### src/calendar_date_up_down_counter_assert.svh
// assertion macros for the calendar date counter
`ifndef CALENDAR_DATE_UP_DOWN_COUNTER_ASSERT_SVH
`define CALENDAR_DATE_UP_DOWN_COUNTER_ASSERT_SVH

`ifndef NO_ASSERTIONS

// same-cycle implication, checked out of reset
`define CALDATE_ASSERT_IMPL(label, clk, rst_n, ante, cons) \
    label: assert property (@(posedge clk) disable iff (!rst_n) (ante) |-> (cons)) \
        else $error("calendar date counter: implication violated");

// next-cycle implication, checked out of reset
`define CALDATE_ASSERT_NEXT(label, clk, rst_n, ante, cons) \
    label: assert property (@(posedge clk) disable iff (!rst_n) (ante) |=> (cons)) \
        else $error("calendar date counter: next-cycle implication violated");

`else

`define CALDATE_ASSERT_IMPL(label, clk, rst_n, ante, cons)
`define CALDATE_ASSERT_NEXT(label, clk, rst_n, ante, cons)

`endif

`endif

### src/caldate_pkg.sv
package caldate_pkg;

    localparam int DAY_W   = 5;
    localparam int MONTH_W = 4;
    localparam int YEAR_W  = 14;

    localparam int MAX_YEAR = 9999;

    // year modulo the 400-year gregorian cycle
    localparam int YEAR_CYCLE = 400;
    localparam int CENTURY    = 100;
    localparam int CYCLE_W    = 9;

    // floor(y / 400) == (y * RECIP_400) >> RECIP_SHIFT for every 14-bit y
    localparam int RECIP_400   = 5243;
    localparam int RECIP_W     = 13;
    localparam int RECIP_SHIFT = 21;
    localparam int PROD_W      = YEAR_W + RECIP_W;
    localparam int QUOT_W      = 6;

    localparam int LONG_MONTH  = 31;
    localparam int SHORT_MONTH = 30;
    localparam int FEB_LEAP    = 29;
    localparam int FEB_PLAIN   = 28;
    localparam int LAST_MONTH  = 12;

    typedef enum logic [1:0] {
        MODE_LOAD = 2'd0,
        MODE_NEXT = 2'd1,
        MODE_PREV = 2'd2
    } t_mode;

    typedef struct packed {
        logic [1:0]         mode;
        logic [DAY_W-1:0]   day;
        logic [MONTH_W-1:0] month;
        logic [YEAR_W-1:0]  year;
        logic [QUOT_W-1:0]  quot;
    } t_s1_item;

    function automatic logic is_leap(input logic [CYCLE_W-1:0] m400);
        is_leap = (m400 == '0) ||
                  ((m400[1:0] == 2'b00) &&
                   (m400 != CYCLE_W'(CENTURY)) &&
                   (m400 != CYCLE_W'(2 * CENTURY)) &&
                   (m400 != CYCLE_W'(3 * CENTURY)));
    endfunction

    function automatic logic [DAY_W-1:0] month_length(input logic [MONTH_W-1:0] m,
                                                      input logic leap);
        logic [DAY_W-1:0] len;
        unique case (m)
            4'd2: begin
                len = leap ? DAY_W'(FEB_LEAP) : DAY_W'(FEB_PLAIN);
            end
            4'd4, 4'd6, 4'd9, 4'd11: begin
                len = DAY_W'(SHORT_MONTH);
            end
            default: begin
                len = DAY_W'(LONG_MONTH);
            end
        endcase
        month_length = len;
    endfunction

endpackage

### src/caldate_in_stage.sv
module caldate_in_stage
    import caldate_pkg::*;
(
    input  logic               i_clk,
    input  logic               i_rst_n,
    input  logic               i_in_valid,
    output logic               o_in_ready,
    input  logic [1:0]         i_mode,
    input  logic [DAY_W-1:0]   i_load_day,
    input  logic [MONTH_W-1:0] i_load_month,
    input  logic [YEAR_W-1:0]  i_load_year,
    input  logic               i_adv,
    output logic               o_s1_valid,
    output t_s1_item           o_s1_item
);

    logic              r_valid;
    t_s1_item          r_item;
    t_s1_item          n_item;
    logic [PROD_W-1:0] w_prod;

    assign o_in_ready = !r_valid || i_adv;

    // quotient of the load year by 400 by reciprocal multiply; the next stage forms the remainder
    assign w_prod = PROD_W'(i_load_year) * PROD_W'(RECIP_400);

    always_comb begin
        n_item.mode  = i_mode;
        n_item.day   = i_load_day;
        n_item.month = i_load_month;
        n_item.year  = i_load_year;
        n_item.quot  = w_prod[RECIP_SHIFT +: QUOT_W];
    end

    always_ff @(posedge i_clk) begin
        if (!i_rst_n) begin
            r_valid <= 1'b0;
        end else if (o_in_ready) begin
            r_valid <= i_in_valid;
        end
    end

    always_ff @(posedge i_clk) begin
        if (i_in_valid && o_in_ready) begin
            r_item <= n_item;
        end
    end

    assign o_s1_valid = r_valid;
    assign o_s1_item  = r_item;

endmodule

### src/caldate_core.sv
module caldate_core
    import caldate_pkg::*;
(
    input  logic               i_clk,
    input  logic               i_rst_n,
    input  logic               i_s1_valid,
    input  t_s1_item           i_s1_item,
    output logic               o_adv,
    output logic               o_out_valid,
    input  logic               i_out_ready,
    output logic [DAY_W-1:0]   o_day,
    output logic [MONTH_W-1:0] o_month,
    output logic [YEAR_W-1:0]  o_year,
    output logic               o_bad_load,
    output logic               o_range_hit
);

    logic [DAY_W-1:0]   r_cur_day;
    logic [MONTH_W-1:0] r_cur_month;
    logic [YEAR_W-1:0]  r_cur_year;
    logic [CYCLE_W-1:0] r_cur_m400;
    logic               r_out_valid;
    logic [DAY_W-1:0]   r_day;
    logic [MONTH_W-1:0] r_month;
    logic [YEAR_W-1:0]  r_year;
    logic               r_bad;
    logic               r_hit;

    logic [DAY_W-1:0]   n_day;
    logic [MONTH_W-1:0] n_month;
    logic [YEAR_W-1:0]  n_year;
    logic [CYCLE_W-1:0] n_m400;
    logic               n_bad;
    logic               n_hit;

    logic               w_fire;
    logic [YEAR_W-1:0]  w_cycle_base;
    logic [YEAR_W-1:0]  w_ld_rem;
    logic [CYCLE_W-1:0] w_ld_m400;
    logic               w_ld_ok;
    logic               w_cur_leap;
    logic [DAY_W-1:0]   w_cur_len;
    logic [MONTH_W-1:0] w_prev_month;

    assign o_adv  = !r_out_valid || i_out_ready;
    assign w_fire = i_s1_valid && o_adv;

    assign w_cycle_base = YEAR_W'(i_s1_item.quot) * YEAR_W'(YEAR_CYCLE);
    assign w_ld_rem     = i_s1_item.year - w_cycle_base;
    assign w_ld_m400    = w_ld_rem[CYCLE_W-1:0];

    assign w_ld_ok = (i_s1_item.month >= MONTH_W'(1)) &&
                     (i_s1_item.month <= MONTH_W'(LAST_MONTH)) &&
                     (i_s1_item.year <= YEAR_W'(MAX_YEAR)) &&
                     (i_s1_item.day >= DAY_W'(1)) &&
                     (i_s1_item.day <= month_length(i_s1_item.month, is_leap(w_ld_m400)));

    assign w_cur_leap   = is_leap(r_cur_m400);
    assign w_cur_len    = month_length(r_cur_month, w_cur_leap);
    assign w_prev_month = r_cur_month - MONTH_W'(1);

    always_comb begin
        n_day   = r_cur_day;
        n_month = r_cur_month;
        n_year  = r_cur_year;
        n_m400  = r_cur_m400;
        n_bad   = 1'b0;
        n_hit   = 1'b0;
        unique case (t_mode'(i_s1_item.mode))
            MODE_LOAD: begin
                if (w_ld_ok) begin
                    n_day   = i_s1_item.day;
                    n_month = i_s1_item.month;
                    n_year  = i_s1_item.year;
                    n_m400  = w_ld_m400;
                end else begin
                    n_bad = 1'b1;
                end
            end
            MODE_NEXT: begin
                if (r_cur_day >= w_cur_len) begin
                    if (r_cur_month >= MONTH_W'(LAST_MONTH)) begin
                        if (r_cur_year >= YEAR_W'(MAX_YEAR)) begin
                            n_hit = 1'b1;
                        end else begin
                            n_day   = DAY_W'(1);
                            n_month = MONTH_W'(1);
                            n_year  = r_cur_year + YEAR_W'(1);
                            n_m400  = (r_cur_m400 == CYCLE_W'(YEAR_CYCLE - 1)) ?
                                      '0 : r_cur_m400 + CYCLE_W'(1);
                        end
                    end else begin
                        n_day   = DAY_W'(1);
                        n_month = r_cur_month + MONTH_W'(1);
                    end
                end else begin
                    n_day = r_cur_day + DAY_W'(1);
                end
            end
            MODE_PREV: begin
                if (r_cur_day <= DAY_W'(1)) begin
                    if (r_cur_month <= MONTH_W'(1)) begin
                        if (r_cur_year == '0) begin
                            n_hit = 1'b1;
                        end else begin
                            n_day   = DAY_W'(LONG_MONTH);
                            n_month = MONTH_W'(LAST_MONTH);
                            n_year  = r_cur_year - YEAR_W'(1);
                            n_m400  = (r_cur_m400 == '0) ?
                                      CYCLE_W'(YEAR_CYCLE - 1) : r_cur_m400 - CYCLE_W'(1);
                        end
                    end else begin
                        n_month = w_prev_month;
                        n_day   = month_length(w_prev_month, w_cur_leap);
                    end
                end else begin
                    n_day = r_cur_day - DAY_W'(1);
                end
            end
            default: begin
                // unused mode: report the date unchanged
            end
        endcase
    end

    always_ff @(posedge i_clk) begin
        if (!i_rst_n) begin
            r_cur_day   <= DAY_W'(1);
            r_cur_month <= MONTH_W'(1);
            r_cur_year  <= YEAR_W'(1);
            r_cur_m400  <= CYCLE_W'(1);
            r_out_valid <= 1'b0;
        end else begin
            if (w_fire) begin
                r_cur_day   <= n_day;
                r_cur_month <= n_month;
                r_cur_year  <= n_year;
                r_cur_m400  <= n_m400;
            end
            if (o_adv) begin
                r_out_valid <= i_s1_valid;
            end
        end
    end

    always_ff @(posedge i_clk) begin
        if (w_fire) begin
            r_day   <= n_day;
            r_month <= n_month;
            r_year  <= n_year;
            r_bad   <= n_bad;
            r_hit   <= n_hit;
        end
    end

    assign o_out_valid = r_out_valid;
    assign o_day       = r_day;
    assign o_month     = r_month;
    assign o_year      = r_year;
    assign o_bad_load  = r_bad;
    assign o_range_hit = r_hit;

endmodule

### src/calendar_date_up_down_counter.sv
// Gregorian date counter. Each transaction carries a mode (load, next day,
// previous day) and load fields; each returns one result with the date after
// the operation plus bad_load and range_hit flags. A refused load or a step
// past MAX_YEAR-12-31 or before 0-01-01 leaves the date unchanged. The date
// resets to 0001-01-01. A transaction passes through an input register, which
// also holds the load year's quotient by 400, and the result register, with
// date logic and the date state updated in the same cycle. One transaction
// is accepted every cycle while results are taken; the leap rule uses a
// year-modulo-400 counter kept next to the date.
`include "calendar_date_up_down_counter_assert.svh"

module calendar_date_up_down_counter
    import caldate_pkg::*;
(
    input  logic               i_clk,
    input  logic               i_rst_n,
    input  logic               i_in_valid,
    output logic               o_in_ready,
    input  logic [1:0]         i_mode,
    input  logic [DAY_W-1:0]   i_load_day,
    input  logic [MONTH_W-1:0] i_load_month,
    input  logic [YEAR_W-1:0]  i_load_year,
    output logic               o_out_valid,
    input  logic               i_out_ready,
    output logic [DAY_W-1:0]   o_day,
    output logic [MONTH_W-1:0] o_month,
    output logic [YEAR_W-1:0]  o_year,
    output logic               o_bad_load,
    output logic               o_range_hit
);

    logic     w_s1_valid;
    t_s1_item w_s1_item;
    logic     w_adv;

    caldate_in_stage u_in_stage (
        .i_clk        (i_clk),
        .i_rst_n      (i_rst_n),
        .i_in_valid   (i_in_valid),
        .o_in_ready   (o_in_ready),
        .i_mode       (i_mode),
        .i_load_day   (i_load_day),
        .i_load_month (i_load_month),
        .i_load_year  (i_load_year),
        .i_adv        (w_adv),
        .o_s1_valid   (w_s1_valid),
        .o_s1_item    (w_s1_item)
    );

    caldate_core u_core (
        .i_clk       (i_clk),
        .i_rst_n     (i_rst_n),
        .i_s1_valid  (w_s1_valid),
        .i_s1_item   (w_s1_item),
        .o_adv       (w_adv),
        .o_out_valid (o_out_valid),
        .i_out_ready (i_out_ready),
        .o_day       (o_day),
        .o_month     (o_month),
        .o_year      (o_year),
        .o_bad_load  (o_bad_load),
        .o_range_hit (o_range_hit)
    );

    // an accepted transaction always sits in the input register next cycle
    `CALDATE_ASSERT_NEXT(a_accept_loads_s1, i_clk, i_rst_n, i_in_valid && o_in_ready, w_s1_valid)

    // input side only stalls when both stages are full and the sink is stalled
    `CALDATE_ASSERT_IMPL(a_stall_cause, i_clk, i_rst_n, !o_in_ready, o_out_valid && !i_out_ready)

    `CALDATE_ASSERT_IMPL(a_flags_exclusive, i_clk, i_rst_n, o_out_valid, !(o_bad_load && o_range_hit))

    // a refused step only happens on the first or last representable date
    `CALDATE_ASSERT_IMPL(a_range_at_edge, i_clk, i_rst_n, o_out_valid && o_range_hit, (o_day == DAY_W'(LONG_MONTH) && o_month == MONTH_W'(LAST_MONTH) && o_year == YEAR_W'(MAX_YEAR)) || (o_day == DAY_W'(1) && o_month == MONTH_W'(1) && o_year == '0))

    `CALDATE_ASSERT_IMPL(a_date_sane, i_clk, i_rst_n, o_out_valid, o_day != '0 && o_month != '0 && o_month <= MONTH_W'(LAST_MONTH))

endmodule

### config.mk
export PLATFORM = sky130hd
export DESIGN_NAME = calendar_date_up_down_counter
export DESIGN_NICKNAME = d
export VERILOG_FILES = /design/src/caldate_pkg.sv /design/src/caldate_in_stage.sv /design/src/caldate_core.sv /design/src/calendar_date_up_down_counter.sv
export VERILOG_INCLUDE_DIRS = /design/src /design/src/src
export SDC_FILE = /design/constraint.sdc
export NUM_CORES = 1
export LEC_CHECK = 0
export ABC_CLOCK_PERIOD_IN_PS = 7500
export BUFFER_PORTS_ARGS = -buffer_cell sky130_fd_sc_hd__buf_2
export CORE_MARGIN = 2
export CORE_UTILIZATION = 55
export DETAILED_ROUTE_END_ITERATION = 8
export GPL_ROUTABILITY_DRIVEN = 0
export PLACE_DENSITY_LB_ADDON = 0.1
export REMOVE_ABC_BUFFERS = 1
export SLEW_MARGIN = 20
export SYNTH_ARGS = -nofsm -noshare
export SYNTH_HDL_FRONTEND = slang
export SYNTH_HIERARCHICAL = 1
export SYNTH_SLANG_ARGS = --single-unit
### constraint.sdc
create_clock -name i_clk -period 7.5 [get_ports i_clk]
set_input_delay 1.5 -clock i_clk [delete_from_list [all_inputs] [get_ports i_clk]]
set_output_delay 1.5 -clock i_clk [all_outputs]
set_load 0.02 [all_outputs]
==> impl.org, run 1 <==
** Final layout
- # diodes :: 0
- For this run, the share of the core covered by cells in the final layout is 0.605.
- For this run, the number of standard cells in the final layout without fillers is ~1300.
- Of the cells placed in the final design, the portion with a size suffix greater than 1 is 0.0938.
- Summing all multi-input logic gate instances after layout gives roughly 6000 um2.
- Relative to the synthesized area, the layout overhead comes to 7.70%.
- Fill cells in the final layout number around 1500.
- Number of nets in the layout :: ~1300
- Register cell area after layout :: ~2300 um2

** CTS
- Clock-pin slew on the worst setup and hold paths :: around 0.07 ns
- TritonCTS built the clock tree.
- Max Buffers Root-to-Sink :: 2
- In this run the number of H-tree levels came out at 3.
- For the worst-skew pair, the clock arrives at the later sink with an insertion delay of between 0.3 and 0.4 ns.
- For this design, the CTS-stage hold fixing added 0 buffers.
- Number of buffers added for setup after CTS :: 0
- Clock buffers created by TritonCTS :: 9
- Count of cells resized by post-cts repair :: 0
- The tree is rooted in a clkbuf_16.
- For this design, the sink count on the clock tree is 89.

** Hold path
- Cells on Worst Hold Path :: 2
- Min-Delay Path Class :: reg2reg
- The startpoint identified for the worst hold timing path is u_in_stage/o_s1_valid$_SDFFE_PN0N_.

** STA
- The count of pins over their slew limit was 0.
- Final hold analysis gives a worst-case slack of ~0.48 ns.
- TNS Setup :: 0 ns
- The number of endpoints with negative hold slack in the final report is 0.
- Highest attainable clock frequency :: around 190 MHz
- Final period utilization :: 0.711
- Final critical delay including setup and external delays :: 5.33 ns
- Setup violations remaining at the end of the flow were counted as 0.
- Slew at the pin closest to its max-slew limit :: 1.08 ns
- Unrepaired setup endpoints after global routing :: no
- Clock skew after layout :: a little under 0.009 ns
- The worst pin sits at a relative slew slack of 0.279.

** Job
- Max-cap violations in this run came to 0.

** Yosys
- The mapped netlist covers 9280 um2.
- Synth Warn # :: 6
- The cell count after synthesis came out at a little over 1000.
- Mean post-synth cell area :: roughly 9 um2

** Setup path
- Destination of the critical timing path :: u_in_stage/o_s1_item[2]$_DFFE_PP_
- Critical Path Source Type :: primary input
- The most critical setup path has its startpoint at i_load_year[11].
- Flop2flop setup slack :: around 2.4 ns
- Element type at the critical path end :: register
- For the worst flop-to-flop path, the logic depth is 14.
- Path type of the worst setup path :: in2reg
- Worst reg2reg endpoint :: u_core/r_cur_year[0]$_SDFFE_PN1P_
- In this run the critical register-to-register path is launched from u_in_stage/o_s1_item[10]$_DFFE_PP_.
- Of all nets on the critical path, the largest fanout is 8.
- Data on the critical path arrives at its endpoint at 5.43 ns.
- Required time at the worst-slack endpoint :: ~7.6 ns

** Pwr
- Sequential power share :: 0.267
- Of the total power, the share spent switching nets is 0.418.
- For this design the static power due to leakage is between 4 and 5 nW.
- Total power for the finished layout comes to 2.32 mW.
- Of the total power, combinational logic draws 0.524.
- Net Sw Power :: ~0.97 mW
- Power spread over the standard cell area amounts to about 230 nW/um2.
- Of the total power, the clock network draws 0.209.
- Cell internal power was estimated by the tool at about 1.3 mW.
- The worst-case IR drop observed on VDD is about 130 uV.

** Die
- Overall die area :: 17900 um2
- Floorplan core area :: approximately 17000 um2
- In this run the horizontal extent of the chip is 134 um.
- Number of placement rows :: 47
- IO Count :: 56
- The floorplan step set the die height to between 100 and 150 um.
- Starting density of the core :: 0.561

** Detailed routing
- Using the TritonRoute via totals, the vias-per-cell ratio works out to between 6 and 7.
- Overall via count from detail_route :: around 7700
- Final routed wire length divided by cell count :: between 15 and 20 um
- Wires add up to 24100 um.
- The detail route stage leaves a number of antenna-violating nets equal to 0.
- Detailed router's first-iteration violation count :: 858
- After detailed routing, the number of remaining DRC violations is 0.
- For this run, the detailed router's first-pass iteration total came to 6.

** Run status
- The run finished with clean final reports.

** GRT
- The number of antenna violations at the first check in global routing came to 0.
- Global routing finished with a remaining overflow of 0.
- Via count of the first global-routing pass :: between 7000 and 8000
- Entering global routing, the biggest net connects 44 pins.
- Global-route wire length before repair :: just under 40000 um
- For this run, the total global-route usage over all layers was measured as 0.277.

** Place
- Detailed placement ended at an HPWL of 18400 um.
- Including well taps, the total number of placed cells is 1260.
- During placement, the flow inserted port buffers numbering 55.
[sequential cells by signal (all words and copies together), names as in the netlist, 4 cells and up]
name / cells
u_in_stage/o_s1_item: 30
u_core/o_year: 14
u_core/r_cur_year: 14
u_core/r_cur_m400: 9
u_core/o_day: 5
u_core/r_cur_day: 5
u_core/o_month: 4
u_core/r_cur_month: 4
[critical path, stage by stage]
cell and delay (ns):
buf_2 0.22, fa_1 0.46, ha_1 0.29, inv_1 0.04, fa_1 0.47, inv_1 0.05, fa_1 0.52, inv_1 0.05
fa_1 0.52, inv_1 0.04, ha_1 0.30, a21oi_1 0.15, o21bai_1 0.08, o21ai_0 0.25, nand4b_1 0.18, a21oi_1 0.21
xnor2_1 0.09
[area by class of cell]
| class | instances | share of cell area |
|---|---|---|
| flip-flops and latches | 89 | 0.233 |
| clock buffers | 9 | 0.0225 |
| multi-input cells | 736 | 0.618 |
| well taps | 220 | 0.0275 |
| inverters | 153 | 0.0575 |
| repair buffers | 62 | 0.0328 |
| clock inverters | 7 | 0.00851 |
[routing by layer]
metal,global-route usage,up-vias,share of wire
met5,0,-,0
met4,0.0892,0,0.027
met3,0.0465,55,0.071
met2,0.463,338,0.48
met1,0.369,3637,0.42
li1,-,3669,-
[worst min path at each step]
stage,to,slack [ns]
floorplan,u_core/o_out_valid$_SDFFE_PN0N_,0.45
global placement,u_core/o_out_valid$_SDFFE_PN0N_,0.47
detailed placement,u_core/o_out_valid$_SDFFE_PN0N_,0.48
CTS,u_core/o_out_valid$_SDFFE_PN0N_,0.49
global route,u_core/o_out_valid$_SDFFE_PN0N_,0.53
finish,u_core/o_out_valid$_SDFFE_PN0N_,0.48
[stage by stage]
| step | setup slack [ns] | area, um2 |
|---|---|---|
| 2_1_floorplan | 2.21 | 9070 |
| 3_3_place_gp | 1.87 | 9680 |
| 5_1_grt | 1.92 | 9990 |
| 4_1_cts | 2.17 | 9990 |
| 6_report | 2.17 | 9990 |
| 3_5_place_dp | 1.79 | 9680 |
[power groups by stage]
stage	Sequential (mW)	Combinational, mW	Clock (mW)
CTS	0.617	1.22	0.492
floorplan	0.624	0.890	0
global route	0.625	1.40	0.511
detailed placement	0.628	1.21	0
finish	0.619	1.21	0.484
global placement	0.627	1.18	0
[layout by cell type (no fill, tap or decap), drive strengths merged, types with 8 or more instances in the layout]
cell and n:
inv 153, nand2 76, dfxtp 34, fa 64, and2 8, clkbuf 9, nor4 14, a31oi 8
or4 8, nand4 16, xnor2 17, nand2b 8, nor2 48, nor3 29, o21a 8, buf 62
edfxtp 55, o211ai 11, a21oi 50, xor2 11, mux2i 11, a21o 9, o21ai 61, ha 123
nand3 40
Power figures use the tool's default switching activity.
==> run 2, diff against run 1 <==
ABC_CLOCK_PERIOD_IN_PS = 4400   (was 7500)
clock period = 4.4 ns   (was 7.5 ns; I/O delays follow)
==> impl.org, run 2 (synthesis results as in run 1) <==
** Pwr
- The share of total power dissipated in the clock network is 0.150.
- Net Sw Power :: around 1.9 mW
- The worst-case IR drop observed on VDD is around 340 uV.
- Sequential power share :: 0.228
- Cell internal power was estimated by the tool at about 2.7 mW.
- The share of total power dissipated in combinational logic is 0.623.
- For this design the ratio of total power to cell area is ~420 nW/um2.
- Switching Share :: 0.422
- Standby leakage power :: roughly 5 nW

** Place
- Buffers added on ports :: 55
- OpenSTA, run right after detailed placement, puts the worst setup slack at -0.728 ns.
- Cell count after placement :: around 1300
- Detailed placer's ending HPWL :: about 19000 um

** Final layout
- Register cell area after layout :: approximately 2300 um2
- Leaving out filler cells and counting taps, the final layout contains about 1400.
- Most frequent cells in the layout :: inv_1 (141), ha_1 (97), buf_4 (91)
- The register with the most flip-flops in the layout has 30 of them.
- In the final layout, the share of cells above drive strength 1 is 0.202.
- Area occupied by multi-input gates :: approximately 6500 um2
- Filler Cell Count :: 1370
- From synthesis to final layout, the design area changed by 18.1%.
- Number of nets in the layout :: about 1300
- The repair_antennas step left the layout with diodes totalling 0.
- The library cell used most frequently in the layout, excluding fill and tap cells, is inv_1.

** CTS
- Clock sink count :: 89
- Number of levels the H-tree was split into :: 3
- Root buffer cell :: clkbuf_16
- Clock buffers created by TritonCTS :: 9
- Max Buffers Root-to-Sink :: 2
- After clock tree synthesis, the clock-pin slew on the worst setup and hold paths is 0.06 ns.
- TritonCTS built the clock tree.
- Clock latency on the worst-skew pair, taken at its later pin, is approximately 0.34 ns.
- The number of hold buffers added after CTS was 0.

** Detailed routing
- First-pass iteration count of the detailed router :: 9
- Summing over every cut layer, the via total after detailed routing is between 8000 and 9000.
- In the routed design, unresolved DRC markers number 0.
- In the routed layout, each cell is associated on average with a via count of 5.99.
- Routed metal-1 wire length :: 10200 um
- Detail Route met2 WL :: between 10000 and 15000 um
- Dividing the detail-routed wire length by the instance count gives about 19 um.
- Detailed-route wire length :: 25300 um
- Top routing layer in use :: met4
- Detailed router's first-iteration violation count :: between 1000 and 1500
- In this run the remaining antenna-violating nets after routing total 0.
- Wire segments on met3 add up to 1660 um in the final route.

** STA
- Across the routed clock network, the largest skew measured is between 0.006 and 0.007 ns.
- Final worst setup slack :: -0.112 ns
- For the final routed database, the setup TNS stands at -0.271 ns.
- Max-slew violation count :: 0
- Static timing analysis puts the maximum clock frequency at 222 MHz.
- In this run the tightest slew margin relative to its limit is 0.518.
- Setup repair after global routing could not meet its margin everywhere.
- Slew at the pin closest to its max-slew limit :: just over 0.7 ns
- Final period utilization :: 1.03
- Hold Fails Final Rpt :: 0
- Final critical delay including setup and external delays :: about 4.5 ns
- Setup violations remaining at the end of the flow were counted as 3.

** GRT
- The via count of the first global-routing pass is 7681.
- Residual overflow from global routing :: 0
- The number of antenna violations at the first check in global routing was 0.
- Global-route wire length before repair :: 40200 um
- Across every metal layer, demand over resource in global routing totals 0.286.
- Largest net degree at the start of global routing :: 31

** Die
- The floorplan step defined a die boundary enclosing around 18000 um2.
- The die is around 130 um wide.
- Starting density of the core :: 0.561
- Number of placement rows :: 47
- Floorplan core area :: approximately 17000 um2
- IO Count :: 56
- Overall die height :: approximately 130 um

** Setup path
- Required time at the worst-slack endpoint :: 4.49 ns
- Along the worst path, the maximum fanout reaches 4.
- Data arrives at the worst endpoint at between 4 and 5 ns.
- The critical path is of the in2reg type.
- Element type at the critical path end :: register
- The worst setup path is launched from a primary input.

** Run status
- The checks that failed: negative setup slack.
- The flow ran to the end, but the final reports show violations.

** Hold path
- The min-delay analysis places its worst path in the category reg2reg.

** Job
- Max-cap violation count :: 0
-- run 2: changes by cell type in the layout (fill, tap and decap cells not counted), moves of 8 or more --
cell | before | now
buf_2 | 55 | 46
buf_4 | 7 | 91
ha_1 | 123 | 97
ha_2 | 0 | 8
ha_4 | 0 | 18
inv_1 | 153 | 141
inv_2 | 0 | 12
-- run 2: area by class of cell --
class,count,share of cell area
flip-flops and latches,89,0.213
well taps,220,0.0251
multi-input cells,736,0.594
clock inverters,4,0.00194
inverters,153,0.0524
clock buffers,12,0.0216
repair buffers,143,0.0919
-- run 2: worst paths after layout --
path | from | endpoint | slack (ns) | depth (start not counted)
setup / recovery | i_load_year[12] | u_in_stage/o_s1_item[3]$_DFFE_PP_ | -0.11 | 17
hold reg to reg | u_in_stage/o_s1_valid$_SDFFE_PN0N_ | u_core/o_out_valid$_SDFFE_PN0N_ | 0.48 | 2
setup reg to reg | u_in_stage/o_s1_item[0]$_DFFE_PP_ | u_core/r_cur_year[4]$_SDFFE_PN0P_ | 0.18 | 17
hold / removal | u_in_stage/o_s1_valid$_SDFFE_PN0N_ | u_core/o_out_valid$_SDFFE_PN0N_ | 0.48 | 2
-- run 2: through the flow --
step	power, mW	utilization	instance area (um2)	hold WS, ns
finish	4.60	0.663	11000	0.482
global route	4.96	0.663	11000	0.511
CTS	4.49	0.658	10900	0.483
detailed placement	3.32	0.622	10300	0.474
global placement	3.26	0.622	10300	0.460
floorplan	2.58	-	9070	0.449
-- run 2: critical path: stages --
cell	delay, ns
buf_12	0.11
fa_1	0.47
ha_1	0.30
inv_2	0.04
fa_1	0.50
inv_2	0.04
fa_1	0.49
inv_1	0.05
fa_1	0.52
inv_2	0.05
ha_4	0.27
nand2_4	0.06
nor4_4	0.27
nand2_1	0.13
a31oi_2	0.22
nor2_1	0.09
xnor2_1	0.12
-- run 2: power by group through the flow --
stage                     clock network [mW]  logic, mW  registers, mW
final                                  0.689       2.86           1.05
after global routing                   0.736       3.17           1.05
after CTS                              0.706       2.74           1.04
after detailed placement                   0       2.26           1.06
after global placement                     0       2.20           1.06
after floorplan                            0       1.52           1.06
-- run 2: metal layers --
layer	up-vias	GRT usage
met5	-	0
met4	0	0.121
met3	79	0.0374
met2	408	0.486
met1	3803	0.369
li1	3838	-
-- run 2: repair_timing --
item | in CTS | in global routing
buffers inserted | 1 | 3
setup endpoints to repair | 10 | 37
gates resized for setup | 61 | 19
pin swaps | 42 | 18
==> run 3, diff against run 2 <==
CELL_PAD_IN_SITES_DETAIL_PLACEMENT = 0   (was not set)
CELL_PAD_IN_SITES_GLOBAL_PLACEMENT = 1   (was not set)
CORE_UTILIZATION = 44   (was 55)
==> impl.org, run 3 (synthesis results as in run 1) <==
** Run status
- The run finished, with violations left.
- Failing checks :: negative setup slack

** STA
- Adding up every negative setup slack in the final design gives -0.0116 ns.
- Setup violations remaining at the end of the flow were counted as 1.
- Clock skew after layout :: between 0.007 and 0.008 ns
- Slew at the pin closest to its max-slew limit :: between 0.6 and 0.7 ns
- Final period utilization :: 1.00
- Once routing completed, OpenROAD measured the worst setup slack at -0.0116 ns.
- The tightest hold path in the finished design has a slack of approximately 0.50 ns.
- The number of endpoints with negative hold slack in the final report came to 0.
- In this run the tightest slew margin relative to its limit is 0.542.
- The count of pins over their slew limit is 0.
- Subtracting the final worst setup slack from the clock period gives 4.41 ns.
- Highest attainable clock frequency :: approximately 230 MHz
- Unrepaired setup endpoints after global routing :: yes

** Detailed routing
- Detailed routing placed a total of 993 um of wire on met3.
- First-pass iteration count of the detailed router :: 5
- The highest layer touched by signal routing is met4.
- Detail Route met2 WL :: 13000 um
- Final routed wire length divided by cell count :: approximately 19 um
- Once detail routing completed, the nets flagged for antenna violations numbered 0.
- Overall via count from detail_route :: slightly below 8000
- After detailed routing, the wire length on met1 is ~11000 um.
- After detailed routing, the total wire length is roughly 26000 um.
- For this run, design rule violations remaining after detail routing come to 0.
- Via-per-instance ratio :: 5.58
- Detailed router's first-iteration violation count :: 612

** CTS
- For this design, the sink count on the clock tree is between 80 and 90.
- The tree is rooted in a clkbuf_16.
- Number of levels the H-tree was split into :: 3
- Clock buffers created by TritonCTS :: 9
- Clock tree from TritonCTS :: done
- The clock passes through at most 2 buffers.
- Clock-pin slew on the worst setup and hold paths :: roughly 0.070 ns
- Clock Latency Late Sink :: approximately 0.36 ns

** Pwr
- For this design the static power due to leakage is a little under 5 nW.
- Of the total power, the share spent switching nets is 0.423.
- The share of total power dissipated in combinational logic is 0.613.
- The share of total power dissipated in sequential elements is 0.223.
- In this run the power density over the cells is ~420 nW/um2.
- The share of total power dissipated in the clock network is 0.164.
- Worst IR drop on VDD :: ~300 uV
- Net Sw Power :: 1.99 mW
- Internal portion of total power :: 2.71 mW

** Setup path
- Delay contributed by the slowest stage of the critical path :: 0.54 ns
- STA puts the critical path data required time at between 4 and 5 ns.
- STA classifies the critical path startpoint as a primary input.
- Data arrives at the worst endpoint at approximately 4.5 ns.
- Path type of the worst setup path :: in2reg
- The critical path goes through buf_4 > inv_2 > fa_1 > inv_1 > ha_2 > fa_1 > fa_1 > inv_2 > fa_1 > inv_2 > ha_4 > nand4_4 > o21bai_2 > o211ai_1 > nand4b_1 > buf_4 > xor2_1.
- Counting cells, the worst reg-to-reg path comes to 14.
- Of all nets on the critical path, the largest fanout is 4.
- The worst setup path is captured at a register.
- Reg2Reg Launch Point :: u_in_stage/o_s1_item[0]$_DFFE_PP_
- Critical path origin :: i_load_year[5]
- By instance count, the cell type seen most on the critical path is fa_1.
- CP max-delay cell :: fa_1

** Final layout
- Commonest non-fill, non-tap cell in the layout :: inv_1
- Most frequent cells in the layout :: inv_1 (140), ha_1 (95), buf_4 (85)
- Layout cell share with drive strength beyond 1 :: 0.213
- From synthesis to final layout, the design area changed by 19.8%.
- # diodes :: 0
- Largest register FFs :: 30
- Finished Cell Area :: ~11000 um2
- Number of nets in the layout :: between 1000 and 1500
- Measured on the finished design, the core utilization comes to 0.532.
- Filler Cell Count :: about 2000

** Job
- Max-cap violation count :: 0

** Die
- The floorplan step defined a core boundary enclosing roughly 21000 um2.
- From left edge to right edge, the die measures 149 um.
- The die covers about 22000 um2.
- IO Count :: 56
- Number of placement rows :: 53
- Overall die height :: between 100 and 150 um
- The initial utilization of the core area, before any placement, comes to 0.444.

** Hold path
- The startpoint identified for the worst hold timing path is u_in_stage/o_s1_valid$_SDFFE_PN0N_.
- Counting instances, the worst hold path has a depth of 2.
- The min-delay analysis places its worst path in the category reg2reg.

** GRT
- Initial antenna violation count :: 0
- Via count of the first global-routing pass :: 7820
- Global Route Usage Sum :: 0.245
- The first global-routing pass estimated 42300 um of wire.
- Largest net degree at the start of global routing :: 31
- The total overflow left after global routing is 0.

** Place
- Input and output buffers added on the ports amount to 55.
- Once placement finished, the instance area stood at between 10000 and 15000 um2.
- Prior to clock tree synthesis, the placed netlist has a worst setup slack of -0.668 ns.
- Detailed placer's ending HPWL :: approximately 20000 um
[run 3: changes by cell type in the layout (fill, tap and decap cells not counted), sizes merged]
cell    change
buf         -3
inv         +2
clkbuf      -2
[run 3: per-stage QoR]
stage | total power [mW] | instances
after floorplan | 2.58 | 978
after global placement | 3.30 | 1387
after detailed placement | 3.32 | 1387
after CTS | 4.51 | 1406
after global routing | 5.14 | 1409
final | 4.70 | 1409
[run 3: path summary, 6_finish.rpt]
| kind | end | slack (ns) |
|---|---|---|
| worst min register to register | u_core/o_out_valid$_SDFFE_PN0N_ | 0.50 |
| worst min-delay path | u_core/o_out_valid$_SDFFE_PN0N_ | 0.50 |
| worst max-delay path | u_in_stage/o_s1_item[1]$_DFFE_PP_ | -0.01 |
| worst max register to register | u_core/r_cur_year[4]$_SDFFE_PN0P_ | 0.17 |
[run 3: layout make-up]
cell class | count | area [um2] | area share
Inverter | 153 | 574 | 0.0517
Clock inverter | 6 | 37.5 | 0.00338
Tap cell | 275 | 344 | 0.0310
Multi-Input combinational cell | 736 | 6580 | 0.591
Sequential cell | 89 | 2330 | 0.210
Clock buffer | 10 | 250 | 0.0225
Timing Repair Buffer | 140 | 1000 | 0.0903
[run 3: layer usage]
metal / up-vias / track usage
met4: 0 / 0.0848
li1: 3841 / -
met5: - / 0
met2: 214 / 0.427
met3: 40 / 0.0226
met1: 3769 / 0.320
[run 3: worst max-delay path, delay by kind of cell]
family / cells / cell delay, ns
adder cells (fa/ha/maj): 6 / 2.46
buffers and inverters: 6 / 0.48
AO/OA/AOI/OAI: 2 / 0.28
AND/OR/NAND/NOR: 2 / 0.27
XOR/XNOR: 1 / 0.13
[run 3: what timing repair did]
action,CTS,global route
gates resized for setup,52,48
setup buffers,3,4
hold buffers,0,0
setup endpoints to repair,18,39
pin swaps,44,42
[run 3: power by group through the flow]
stage | sequential [mW] | combinational, mW | clock, mW
2_1_floorplan | 1.06 | 1.52 | 0
3_3_place_gp | 1.06 | 2.23 | 0
3_5_place_dp | 1.07 | 2.26 | 0
4_1_cts | 1.05 | 2.68 | 0.782
5_1_grt | 1.06 | 3.26 | 0.820
6_report | 1.05 | 2.88 | 0.768
